`config.mk`:
```
export PLATFORM = sky130hd
export DESIGN_NAME = quadratic_probe_hash_table
export DESIGN_NICKNAME = d
export VERILOG_FILES = /design/src/rtl/qpht_pkg.sv /design/src/rtl/quadratic_probe_hash_table.sv /design/src/rtl/qpht_ram.sv /design/src/rtl/qpht_ctrl.sv /design/src/rtl/qpht_dp.sv
export SDC_FILE = /design/constraint.sdc
export NUM_CORES = 2
export LEC_CHECK = 0
export ABC_AREA = 1
export BUFFER_PORTS_ARGS = -buffer_cell sky130_fd_sc_hd__buf_2
export CAP_MARGIN = 15
export CELL_PAD_IN_SITES_DETAIL_PLACEMENT = 1
export CELL_PAD_IN_SITES_GLOBAL_PLACEMENT = 1
export CORE_MARGIN = 10
export CORE_UTILIZATION = 40
export CTS_CLUSTER_SIZE = 14
export DETAILED_ROUTE_END_ITERATION = 16
export HOLD_SLACK_MARGIN = 0.15
export PLACE_DENSITY = 0.7
export SLEW_MARGIN = 5
export SYNTH_ARGS = -nofsm -noshare
export SYNTH_HDL_FRONTEND = slang
export SYNTH_HIERARCHICAL = 1
export SYNTH_SLANG_ARGS = --single-unit
```
`constraint.sdc`:
```
create_clock -name clk -period 11.5 [get_ports clk]
set_clock_uncertainty 0.05 [all_clocks]
set_input_delay 1.15 -clock clk [delete_from_list [all_inputs] [get_ports clk]]
set_output_delay 1.15 -clock clk [all_outputs]
set_load 0.005 [all_outputs]
```
`src/rtl/qpht_pkg.sv`:
```
// ----------------------------------------------------------------------------
// qpht_pkg
// Shared types, codes and defaults of the quadratic-probe hash table.
// ----------------------------------------------------------------------------
package qpht_pkg;

  // default table size
  localparam int SLOTS_DEF = 64;

  // field widths
  localparam int FUNC_W = 2;
  localparam int KEY_W  = 8;
  localparam int VAL_W  = 32;
  localparam int STAT_W = 3;
  localparam int CNT_W  = 7;

  // operation codes
  localparam logic [FUNC_W-1:0] FN_INSERT = 2'd0;
  localparam logic [FUNC_W-1:0] FN_REMOVE = 2'd1;
  localparam logic [FUNC_W-1:0] FN_LOOKUP = 2'd2;

  // result status codes
  localparam logic [STAT_W-1:0] ST_INSERTED  = 3'd0;
  localparam logic [STAT_W-1:0] ST_UPDATED   = 3'd1;
  localparam logic [STAT_W-1:0] ST_FOUND     = 3'd2;
  localparam logic [STAT_W-1:0] ST_REMOVED   = 3'd3;
  localparam logic [STAT_W-1:0] ST_NOT_FOUND = 3'd4;
  localparam logic [STAT_W-1:0] ST_FULL      = 3'd5;

  // input beat
  typedef struct packed {
    logic [FUNC_W-1:0] func;
    logic [KEY_W-1:0]  key;
    logic [VAL_W-1:0]  value;
  } in_item_t;

  // result beat
  typedef struct packed {
    logic [STAT_W-1:0] status;
    logic [VAL_W-1:0]  value_out;
    logic [CNT_W-1:0]  entry_count;
  } out_item_t;

  // one slot of the table memory
  typedef struct packed {
    logic              vacant;
    logic              tomb;
    logic [KEY_W-1:0]  key;
    logic [VAL_W-1:0]  value;
  } slot_t;

  // controller states
  typedef enum logic [2:0] {
    S_CLEAR,
    S_IDLE,
    S_HOME,
    S_READ,
    S_CHECK,
    S_RESP
  } state_t;

  // controller -> datapath
  typedef struct packed {
    logic              clr_wr;
    logic              load;
    logic              start;
    logic              rd;
    logic              advance;
    logic              wr_insert;
    logic              wr_remove;
    logic              cnt_inc;
    logic              cnt_dec;
    logic              res_set;
    logic [STAT_W-1:0] res_status;
    logic              res_found;
    logic              push;
  } cmd_t;

  // datapath -> controller
  typedef struct packed {
    logic              clr_last;
    logic [FUNC_W-1:0] func;
    logic              full;
    logic              empty;
    logic              vacant;
    logic              tomb;
    logic              match;
    logic              last;
    logic              out_busy;
  } sts_t;

endpackage

```
`src/rtl/quadratic_probe_hash_table.sv`:
```
// ----------------------------------------------------------------------------
// quadratic_probe_hash_table
// Open-addressing table of byte keys and 32-bit values with quadratic probing.
// ----------------------------------------------------------------------------
// After reset the block walks the slot memory once to mark every slot vacant,
// with in_ready low. Each beat then passes through a home-slot step, a read
// and a check for each slot probed, and a response step before the next
// acceptance: every probe is a read of the single-port slot memory followed by
// a check of the registered read data. Inserts refused at the load limit,
// lookups and removes on an empty table, and the unused operation code skip
// the probes; the longest chain is SLOTS probes, after which an insert is
// refused. The response step waits while the output register holds a stalled
// result. A new beat is taken while the previous result still waits there.
// ----------------------------------------------------------------------------
module quadratic_probe_hash_table #(
  parameter int SLOTS = qpht_pkg::SLOTS_DEF
) (
  input  logic                clk,
  input  logic                rst_n,
  input  logic                in_valid,
  output logic                in_ready,
  input  qpht_pkg::in_item_t  in_data,
  output logic                out_valid,
  input  logic                out_ready,
  output qpht_pkg::out_item_t out_data
);

  qpht_pkg::cmd_t cmd;
  qpht_pkg::sts_t sts;

  // sequencer
  qpht_ctrl u_ctrl (
    .clk      (clk),
    .rst_n    (rst_n),
    .in_valid (in_valid),
    .in_ready (in_ready),
    .sts      (sts),
    .cmd      (cmd)
  );

  // datapath with slot memory
  qpht_dp #(
    .SLOTS (SLOTS)
  ) u_dp (
    .clk       (clk),
    .rst_n     (rst_n),
    .in_data   (in_data),
    .cmd       (cmd),
    .sts       (sts),
    .out_valid (out_valid),
    .out_ready (out_ready),
    .out_data  (out_data)
  );

endmodule

```
`src/rtl/qpht_ram.sv`:
```
// ----------------------------------------------------------------------------
// qpht_ram
// Generic single-port RAM, one read or write per cycle, registered read.
// ----------------------------------------------------------------------------
module qpht_ram #(
  parameter int WIDTH = 8,
  parameter int DEPTH = 64,
  localparam int AW = $clog2(DEPTH)
) (
  input  logic             clk,
  input  logic             we,
  input  logic [AW-1:0]    addr,
  input  logic [WIDTH-1:0] wdata,
  output logic [WIDTH-1:0] rdata
);

  logic [WIDTH-1:0] mem_r [DEPTH];
  logic [WIDTH-1:0] rdata_r;

  // read-first port
  always_ff @(posedge clk) begin
    if (we) begin
      mem_r[addr] <= wdata;
    end
    rdata_r <= mem_r[addr];
  end

  assign rdata = rdata_r;

endmodule

```
`src/rtl/qpht_ctrl.sv`:
```
// ----------------------------------------------------------------------------
// qpht_ctrl
// Sequencer: clearing pass, item intake, probe read/check loop, result push.
// ----------------------------------------------------------------------------
module qpht_ctrl (
  input  logic           clk,
  input  logic           rst_n,
  input  logic           in_valid,
  output logic           in_ready,
  input  qpht_pkg::sts_t sts,
  output qpht_pkg::cmd_t cmd
);

  qpht_pkg::state_t state_r, state_nxt;

  // state register
  always_ff @(posedge clk) begin
    if (!rst_n) begin
      state_r <= qpht_pkg::S_CLEAR;
    end else begin
      state_r <= state_nxt;
    end
  end

  // next state and commands
  always_comb begin
    state_nxt = state_r;
    cmd       = '0;
    in_ready  = 1'b0;
    case (state_r)
      qpht_pkg::S_CLEAR: begin
        cmd.clr_wr = 1'b1;
        if (sts.clr_last) begin
          state_nxt = qpht_pkg::S_IDLE;
        end
      end
      qpht_pkg::S_IDLE: begin
        in_ready = 1'b1;
        if (in_valid) begin
          cmd.load  = 1'b1;
          state_nxt = qpht_pkg::S_HOME;
        end
      end
      qpht_pkg::S_HOME: begin
        // set up the probe chain, or answer at once
        cmd.start = 1'b1;
        if (sts.func == qpht_pkg::FN_INSERT) begin
          if (sts.full) begin
            cmd.res_set    = 1'b1;
            cmd.res_status = qpht_pkg::ST_FULL;
            state_nxt      = qpht_pkg::S_RESP;
          end else begin
            state_nxt = qpht_pkg::S_READ;
          end
        end else if ((sts.func == qpht_pkg::FN_REMOVE ||
                      sts.func == qpht_pkg::FN_LOOKUP) && !sts.empty) begin
          state_nxt = qpht_pkg::S_READ;
        end else begin
          cmd.res_set    = 1'b1;
          cmd.res_status = qpht_pkg::ST_NOT_FOUND;
          state_nxt      = qpht_pkg::S_RESP;
        end
      end
      qpht_pkg::S_READ: begin
        cmd.rd    = 1'b1;
        state_nxt = qpht_pkg::S_CHECK;
      end
      qpht_pkg::S_CHECK: begin
        state_nxt   = qpht_pkg::S_RESP;
        cmd.res_set = 1'b1;
        if (sts.func == qpht_pkg::FN_INSERT) begin
          if (sts.vacant || sts.tomb) begin
            cmd.wr_insert  = 1'b1;
            cmd.cnt_inc    = 1'b1;
            cmd.res_status = qpht_pkg::ST_INSERTED;
          end else if (sts.match) begin
            cmd.wr_insert  = 1'b1;
            cmd.res_status = qpht_pkg::ST_UPDATED;
          end else if (sts.last) begin
            cmd.res_status = qpht_pkg::ST_FULL;
          end else begin
            cmd.res_set = 1'b0;
            cmd.advance = 1'b1;
            state_nxt   = qpht_pkg::S_READ;
          end
        end else begin
          if (sts.vacant) begin
            cmd.res_status = qpht_pkg::ST_NOT_FOUND;
          end else if (sts.match) begin
            if (sts.func == qpht_pkg::FN_REMOVE) begin
              cmd.wr_remove  = 1'b1;
              cmd.cnt_dec    = 1'b1;
              cmd.res_status = qpht_pkg::ST_REMOVED;
            end else begin
              cmd.res_found  = 1'b1;
              cmd.res_status = qpht_pkg::ST_FOUND;
            end
          end else if (sts.last) begin
            cmd.res_status = qpht_pkg::ST_NOT_FOUND;
          end else begin
            // tombstone or other key: keep probing
            cmd.res_set = 1'b0;
            cmd.advance = 1'b1;
            state_nxt   = qpht_pkg::S_READ;
          end
        end
      end
      qpht_pkg::S_RESP: begin
        if (!sts.out_busy) begin
          cmd.push  = 1'b1;
          state_nxt = qpht_pkg::S_IDLE;
        end
      end
      default: begin
        state_nxt = qpht_pkg::S_IDLE;
      end
    endcase
  end

endmodule

```
`src/rtl/qpht_dp.sv`:
```
// ----------------------------------------------------------------------------
// qpht_dp
// Datapath: item latch, probe address generator, slot memory, live count,
// result and output registers.
// ----------------------------------------------------------------------------
module qpht_dp #(
  parameter int SLOTS = qpht_pkg::SLOTS_DEF
) (
  input  logic                clk,
  input  logic                rst_n,
  input  qpht_pkg::in_item_t  in_data,
  input  qpht_pkg::cmd_t      cmd,
  output qpht_pkg::sts_t      sts,
  output logic                out_valid,
  input  logic                out_ready,
  output qpht_pkg::out_item_t out_data
);

  localparam int SW  = $clog2(SLOTS);
  localparam int CW  = $clog2(SLOTS + 1);
  localparam int CXP = CW + 3;
  localparam int RW  = SW + 7;
  localparam int CXW = (CW > qpht_pkg::CNT_W) ? CW : qpht_pkg::CNT_W;
  localparam int ENT_W = $bits(qpht_pkg::slot_t);

  qpht_pkg::in_item_t          item_r;
  logic [SW-1:0]               home_r, sq_r, odd_r, idx_r, slot_r, clr_r;
  logic [CW-1:0]               count_r;
  logic [qpht_pkg::STAT_W-1:0] res_status_r;
  logic [qpht_pkg::VAL_W-1:0]  res_value_r;
  logic                        out_valid_r;
  qpht_pkg::out_item_t         out_data_r;

  logic [RW-1:0]               rem;
  logic [SW-1:0]               home;
  logic [SW:0]                 psum, sqsum, oddsum;
  logic [SW-1:0]               paddr, sq_nxt, odd_nxt;
  logic                        ram_we;
  logic [SW-1:0]               ram_addr;
  qpht_pkg::slot_t             ram_wdata, ram_rdata;
  logic [CXW-1:0]              cnt_ext;

  // home slot: key mod SLOTS by six compare-subtract steps
  always_comb begin
    rem = RW'(item_r.key);
    for (int k = 5; k >= 0; k--) begin
      if (rem >= (RW'(SLOTS) << k)) begin
        rem = rem - (RW'(SLOTS) << k);
      end
    end
    home = rem[SW-1:0];
  end

  // probe address and incremental square: sq += odd, odd += 2, both mod SLOTS
  always_comb begin
    psum    = {1'b0, home_r} + {1'b0, sq_r};
    paddr   = (psum >= (SW+1)'(SLOTS)) ? SW'(psum - (SW+1)'(SLOTS)) : psum[SW-1:0];
    sqsum   = {1'b0, sq_r} + {1'b0, odd_r};
    sq_nxt  = (sqsum >= (SW+1)'(SLOTS)) ? SW'(sqsum - (SW+1)'(SLOTS)) : sqsum[SW-1:0];
    oddsum  = {1'b0, odd_r} + (SW+1)'(2);
    odd_nxt = (oddsum >= (SW+1)'(SLOTS)) ? SW'(oddsum - (SW+1)'(SLOTS)) : oddsum[SW-1:0];
  end

  // item latch and probe registers
  always_ff @(posedge clk) begin
    if (cmd.load) begin
      item_r <= in_data;
    end
    if (cmd.start) begin
      home_r <= home;
      sq_r   <= '0;
      odd_r  <= SW'(1);
      idx_r  <= '0;
    end else if (cmd.advance) begin
      sq_r  <= sq_nxt;
      odd_r <= odd_nxt;
      idx_r <= idx_r + SW'(1);
    end
    if (cmd.rd) begin
      slot_r <= paddr;
    end
  end

  // memory port select
  always_comb begin
    ram_we    = cmd.clr_wr | cmd.wr_insert | cmd.wr_remove;
    ram_addr  = slot_r;
    ram_wdata = '0;
    if (cmd.clr_wr) begin
      ram_addr         = clr_r;
      ram_wdata.vacant = 1'b1;
    end else if (cmd.rd) begin
      ram_addr = paddr;
    end
    if (cmd.wr_insert) begin
      ram_wdata.key   = item_r.key;
      ram_wdata.value = item_r.value;
    end else if (cmd.wr_remove) begin
      ram_wdata.tomb = 1'b1;
    end
  end

  qpht_ram #(
    .WIDTH (ENT_W),
    .DEPTH (SLOTS)
  ) u_ram (
    .clk   (clk),
    .we    (ram_we),
    .addr  (ram_addr),
    .wdata (ram_wdata),
    .rdata (ram_rdata)
  );

  // clearing pointer, live count, output valid
  always_ff @(posedge clk) begin
    if (!rst_n) begin
      clr_r       <= '0;
      count_r     <= '0;
      out_valid_r <= 1'b0;
    end else begin
      if (cmd.clr_wr) begin
        clr_r <= clr_r + SW'(1);
      end
      if (cmd.cnt_inc) begin
        count_r <= count_r + CW'(1);
      end else if (cmd.cnt_dec) begin
        count_r <= count_r - CW'(1);
      end
      if (cmd.push) begin
        out_valid_r <= 1'b1;
      end else if (out_ready) begin
        out_valid_r <= 1'b0;
      end
    end
  end

  assign cnt_ext = CXW'(count_r);

  // result and output payload
  always_ff @(posedge clk) begin
    if (cmd.res_set) begin
      res_status_r <= cmd.res_status;
      res_value_r  <= cmd.res_found ? ram_rdata.value : '0;
    end
    if (cmd.push) begin
      out_data_r.status      <= res_status_r;
      out_data_r.value_out   <= res_value_r;
      out_data_r.entry_count <= cnt_ext[qpht_pkg::CNT_W-1:0];
    end
  end

  // status to controller
  always_comb begin
    sts.clr_last = (clr_r == SW'(SLOTS - 1));
    sts.func     = item_r.func;
    sts.full     = ((CXP'(count_r) + CXP'(1)) << 2) > CXP'(3 * SLOTS);
    sts.empty    = (count_r == '0);
    sts.vacant   = ram_rdata.vacant;
    sts.tomb     = ram_rdata.tomb;
    sts.match    = !ram_rdata.vacant && !ram_rdata.tomb && (ram_rdata.key == item_r.key);
    sts.last     = (idx_r == SW'(SLOTS - 1));
    sts.out_busy = out_valid_r && !out_ready;
  end

  assign out_valid = out_valid_r;
  assign out_data  = out_data_r;

endmodule

```
# Word level (Yosys, flattened, before mapping)
# Memories as Yosys holds them, arrays and structs flattened. A register that Yosys moved wholly into a read port is not among the register bits.
# Index checks and enable logic that the tools add are counted.
[classes] addsub=13 n_mul=0 div_mod_pow=0 magnitude_cmp=6 eq_ne=13 n_shift=0 mux=74 n_bitwise=2 n_reduce_logical=16
[ops] cell="3-bit 2-to-1 mux" n=17
[ops] cell="40-bit 2-to-1 mux" n=1
[ops] cell="1-bit 2-to-1 mux" n=39
[ops] cell="6-bit 2-to-1 mux" n=6
[ops] cell="6-bit by 1-bit subtractor with 6-bit output (second input constant)" n=4
[ops] cell="7-bit >= comparator (second input constant)" n=3
[ops] cell="3-bit case mux with 6 select lines" n=1
[ops] cell="4-bit 2-to-1 mux" n=4
[ops] cell="6-bit by 6-bit adder with 7-bit output" n=2
[ops] cell="7-bit 2-to-1 mux" n=2
[ops] cell="13-bit by 7-bit >= comparator with 1-bit output (second input constant)" n=1
[ops] cell="13-bit 2-to-1 mux" n=1
[ops] cell="6-bit by 1-bit adder with 6-bit output (second input constant)" n=2
[ops] cell="6-bit equality test (second input constant)" n=2
[ops] cell="10-bit by 8-bit > comparator with 1-bit output (second input constant)" n=1
[ops] cell="8-bit by 8-bit subtractor with 9-bit output (second input constant)" n=1
[ops] cell="7-bit by 1-bit adder with 8-bit output (second input constant)" n=1
[ops] cell="8-bit equality test" n=1
[ops] cell="8-bit >= comparator (second input constant)" n=1
[ops] cell="4-bit case mux with 2 select lines" n=1
[ops] cell="6-bit by 2-bit adder with 7-bit output (second input constant)" n=1
[ops] cell="7-bit by 1-bit adder with 7-bit output (second input constant)" n=1
[ops] cell="7-bit zero test" n=1
[ops] cell="7-bit by 1-bit subtractor with 7-bit output (second input constant)" n=1
[ops] cell="other kinds (16)" n=29
[word_totals] regBits=166 latchBits=0 ram_bits=2688 mem_bits_ro=0 in_bits=46 output_inout_bits=44 wordCells=142 memories=1
[memory_table] name="u_dp.u_ram.mem_r" words=64 width=42 read_ports=1 rd_ports_with_merged_regs=1 write_ports=1 line_no="qpht_ram.sv:17" text="logic [WIDTH-1:0] mem_r [DEPTH];"

# Depth between registers and ports, before layout
[depth] word_depth=11 depth_mapped=24 ltp_nobuf=19

# Hierarchy
# Netlist, hierarchy kept.
[by_module_without_submodules] module="qpht_ram" instances=1 cells_per_inst=11055 area_each_um2=113391.3 seq_area_each_um2=81558.2
[by_module_without_submodules] module="qpht_dp" instances=1 cells_per_inst=612 area_each_um2=6715.2 seq_area_each_um2=4494.3
[by_module_without_submodules] module="qpht_ctrl" instances=1 cells_per_inst=75 area_each_um2=400.4 seq_area_each_um2=60.1

# Worst setup path after synthesis
# No wires, ideal clock.
[synth_path] kind="register to register" start="reg u_ctrl.state_r[1]" end="mem u_dp/u_ram/mem_r[45][0] in the netlist's numbering, enable pin" setup_ps=546 t_arrival_ps=7451 required_time_ps=10904 path_slack_ps=3453 stages_incl_launch_ff=13 path_buffers=3 period_less_slack_ps=8047 path_cell_list="dfxtp_1 inv_1 nand2_2 nor2_1 buf_4 nand2_1 nand2_1 buf_2 inv_1 nor3_2 buf_2 nand2_1 nor4_1"
[synth_rtl] item="from (decl)" line_no="qpht_ctrl.sv:14" text="qpht_pkg::state_t state_r, state_nxt;"
[synth_rtl] item="from (signal assigned)" line_no="qpht_ctrl.sv:19" text="state_r <= qpht_pkg::S_CLEAR;"
[synth_rtl] item="from (signal assigned)" line_no="qpht_ctrl.sv:21" text="state_r <= state_nxt;"
[synth_rtl] item="to (decl)" line_no="qpht_ram.sv:17"

==> results.toml <==
[run_status]
status = "finished clean"

[timing]
postLayoutSetupSlackWorst_ns = 4.488
rsz0062_at_grt = "false"
worst_slew_pin_slew_ns = 1.297
finalMaxSlewViolations = 0
max_slew_margin = 0.1323
hold_violations = 0
setup_viol = 0
fin_crit_sh = 0.6097
timing.fmax_mhz = 142.6
setup_tns_ns = 0
layout_min_cycle_time_ns = 7.012

[worst_setup_path]
worstPathMaxFanout = 86
startpoint = "u_ctrl/state_r[2]"
crit_type = "reg2reg"
worst_ep_required_time_ns = 12.33
arrival_ns = 7.84
cp-start-kind = "flip-flop"
r2r_slack_ns = 4.49
cp-end-kind = "flip-flop"
timing.rr.start = "u_ctrl/state_r[2]"

[place]
pre_cts_slack_ns = 4.602
finalWeightedCongestion = 0.8004
dp_cells = 15417
numPortBuffers = 89
dp_hpwl_microns = 218100

[worst_hold_path]
hp-start = "in_data[2]"
min_path_type = "in2reg"

[clocking]
clk_path_buf_depth = 4
cts_sinks = 2895
cts_made_buffers = 315
cts_hold_buffers = 0
clkTransAtPathRegs_ns = 0.06
h-tree-depth = 5
post_cts_buffers = 0
root_buffer = "clkbuf_16"
insertion_delay_ns = 0.94
cts_tree = "yes"
cts_resized = 0

[global_routing]
grt_pass1_wl_microns = 584900
grt_max_degree = 171
antenna_found_initial = 15
grt_usage = 0.2387
grt_pass1_vias = 88746
overflow = 0

[synth]
postSynthCellCount = 11742
yosysWarnings = 6
avgSynthCellArea_sq_um = 10.26
yosysSeqAreaShare = 0.7146
synth_top_area_cell = "edfxtp_1"
synth.top_cell.area_share = 0.7010
ys_async_sr_fraction = 0
synth-main-ff-cell = "edfxtp_1"
syn_nets = 11810
synth_seq_cells = 2895
yosys-top-cells-area = "edfxtp_1, nand2_1, dfxtp_1"
ys_types = 42
syn_area_sq_um = 120500
synth_edf_count = 2813

[floorplanning]
row_count = 201
initial_utilization = 0.4020
die_w_microns = 568.9
die_area_sq_um = 323600
coreArea_sq_um = 299800
ios = 90
die_h_microns = 568.9

[detailed_routing]
ant_nets = 0
drt-wirelength-per-cell_microns = 24.93
drt_iter0_markers = 8529
num_vias = 85109
drt_drc_violations_left = 0
drt-total-wl_microns = 399000
dr.pass1.iters = 5
avgViaCountPerCell = 5.318

[cells_and_area]
stdcell_count = 16004
final_nets = 11847
drive_gt1_frac = 0.07359
nFillCells = 32691
syn2layout_area_growth_pct = 12.70

[run]
max-cap-violations = 0

[power]
ir_drop_uv = 111.2
power_mw = 22.73
powerDensity_nw_per_um2 = 167.3
p_leak_nw = 60.78
==> cell type report <==
type,instances,area (sq um),area share
clock buffer,407,8486,0.06248
inverter,167,659.4,0.004855
tap,3958,4952,0.03646
clock inverter,170,1659,0.01222
timing repair buffer,294,2207,0.01625
antenna,7,17.52,0.0001290
sequential,2895,86110,0.6340
multi-input combinational,8106,31720,0.2336
==> stage by stage <==
step | util | hold WS (ns) | area, sq um
3_3_place_gp | 0.4186 | 0.3549 | 125500
5_1_grt | 0.4530 | 0.3203 | 135800
2_1_floorplan | - | 0.3503 | 120500
6_report | 0.4530 | 0.3623 | 135800
4_1_cts | 0.4528 | 0.2995 | 135700
3_5_place_dp | 0.4189 | 0.3552 | 125600
==> worst paths after layout <==
check                    endpoint  cells after the start
min reg2reg     u_dp/out_data[35]                      0
max          u_dp/u_ram/rdata[23]                     22
min                u_dp/item_r[2]                      1
max reg2reg  u_dp/u_ram/rdata[23]                     22
==> worst max-delay path, cell delays in order, from the launching register on <==
cell and delay [ns]:
dfxtp_1 0.48, nor2_1 0.14, nand2_1 0.11, inv_1 0.17
inv_1 0.17, or2_1 0.13, o21ai_0 0.19, a21oi_4 0.35
buf_4 0.57, buf_4 0.81, buf_4 0.94, buf_4 0.96
buf_4 0.66, nand2_1 0.12, nand2_1 0.10, nand2_1 0.07
nand2_1 0.13, nand2_1 0.06, nand2_1 0.09, nand2_1 0.05
nand2_1 0.26, nor2_1 0.08, nand2_1 0.07
==> power breakdown <==
group	internal (mW)	leakage [nW]	total, mW	switching (mW)
clock network	5.72	4.94	10.0	4.33
registers	11.5	31.4	11.5	0.0627
logic	0.195	24.4	1.13	0.936
total	17.4	60.8	22.7	5.32
==> layer usage <==
metal | GRT usage | routed length [microns] | up-vias
met2 | 0.3939 | 187800 | 3007
met5 | 0 | 0 | -
met4 | 0.07397 | 13370 | 0
met1 | 0.3255 | 168400 | 43406
li1 | - | - | 38001
met3 | 0.03701 | 29500 | 695
==> flip-flops by register name, summed over array words and instances, names as in the netlist <==
name               count
u_dp/clr_r             6
u_dp/res_status_r      3
u_dp/u_ram/mem_r    2688
u_dp/sts               2
u_dp/slot_r            6
u_dp/home_r            6
u_dp/sq_r              6
u_dp/u_ram/rdata      42
u_dp/idx_r             6
u_ctrl/state_r         3
u_dp/out_data         42
u_dp/res_value_r      32
u_dp/odd_r             5
u_dp/out_valid         1
u_dp/cnt_ext           7
u_dp/item_r           40
==> logic make-up after synthesis <==
kind of cell,after synthesis,synth area share
AND/OR/NAND/NOR,8005,0.2516
flip-flops,2895,0.7146
buffers and inverters,741,0.02723
AO/OA/AOI/OAI,62,0.002845
adder cells (fa/ha/maj),22,0.002471
XOR/XNOR,17,0.001236
==> Yosys cell counts (4+ instances only) <==
master / count
nor3_2: 9
edfxtp_1: 2813
inv_2: 6
xnor2_1: 14
or2_2: 9
buf_4: 18
nand2_2: 6
nand3_2: 4
ha_1: 19
nor3b_1: 4
nor2_1: 206
o211ai_1: 5
nand3_1: 34
buf_1: 47
inv_1: 159
nand2_1: 7693
nor3_1: 14
dfxtp_1: 82
buf_2: 325
o21ai_1: 4
nand4_1: 14
o21ai_0: 21
a21oi_1: 23
clkbuf_1: 181
==> cell usage in the layout (no fill, tap or decap), types with 69 or more instances in the layout <==
master,instances
clkbuf_1,73
nand2_1,7691
nor2_1,140
clkbuf_16,321
edfxtp_1,2813
buf_2,89
inv_1,119
clkinv_1,69
buf_4,188
dfxtp_1,82
Power figures use the tool's default switching activity.
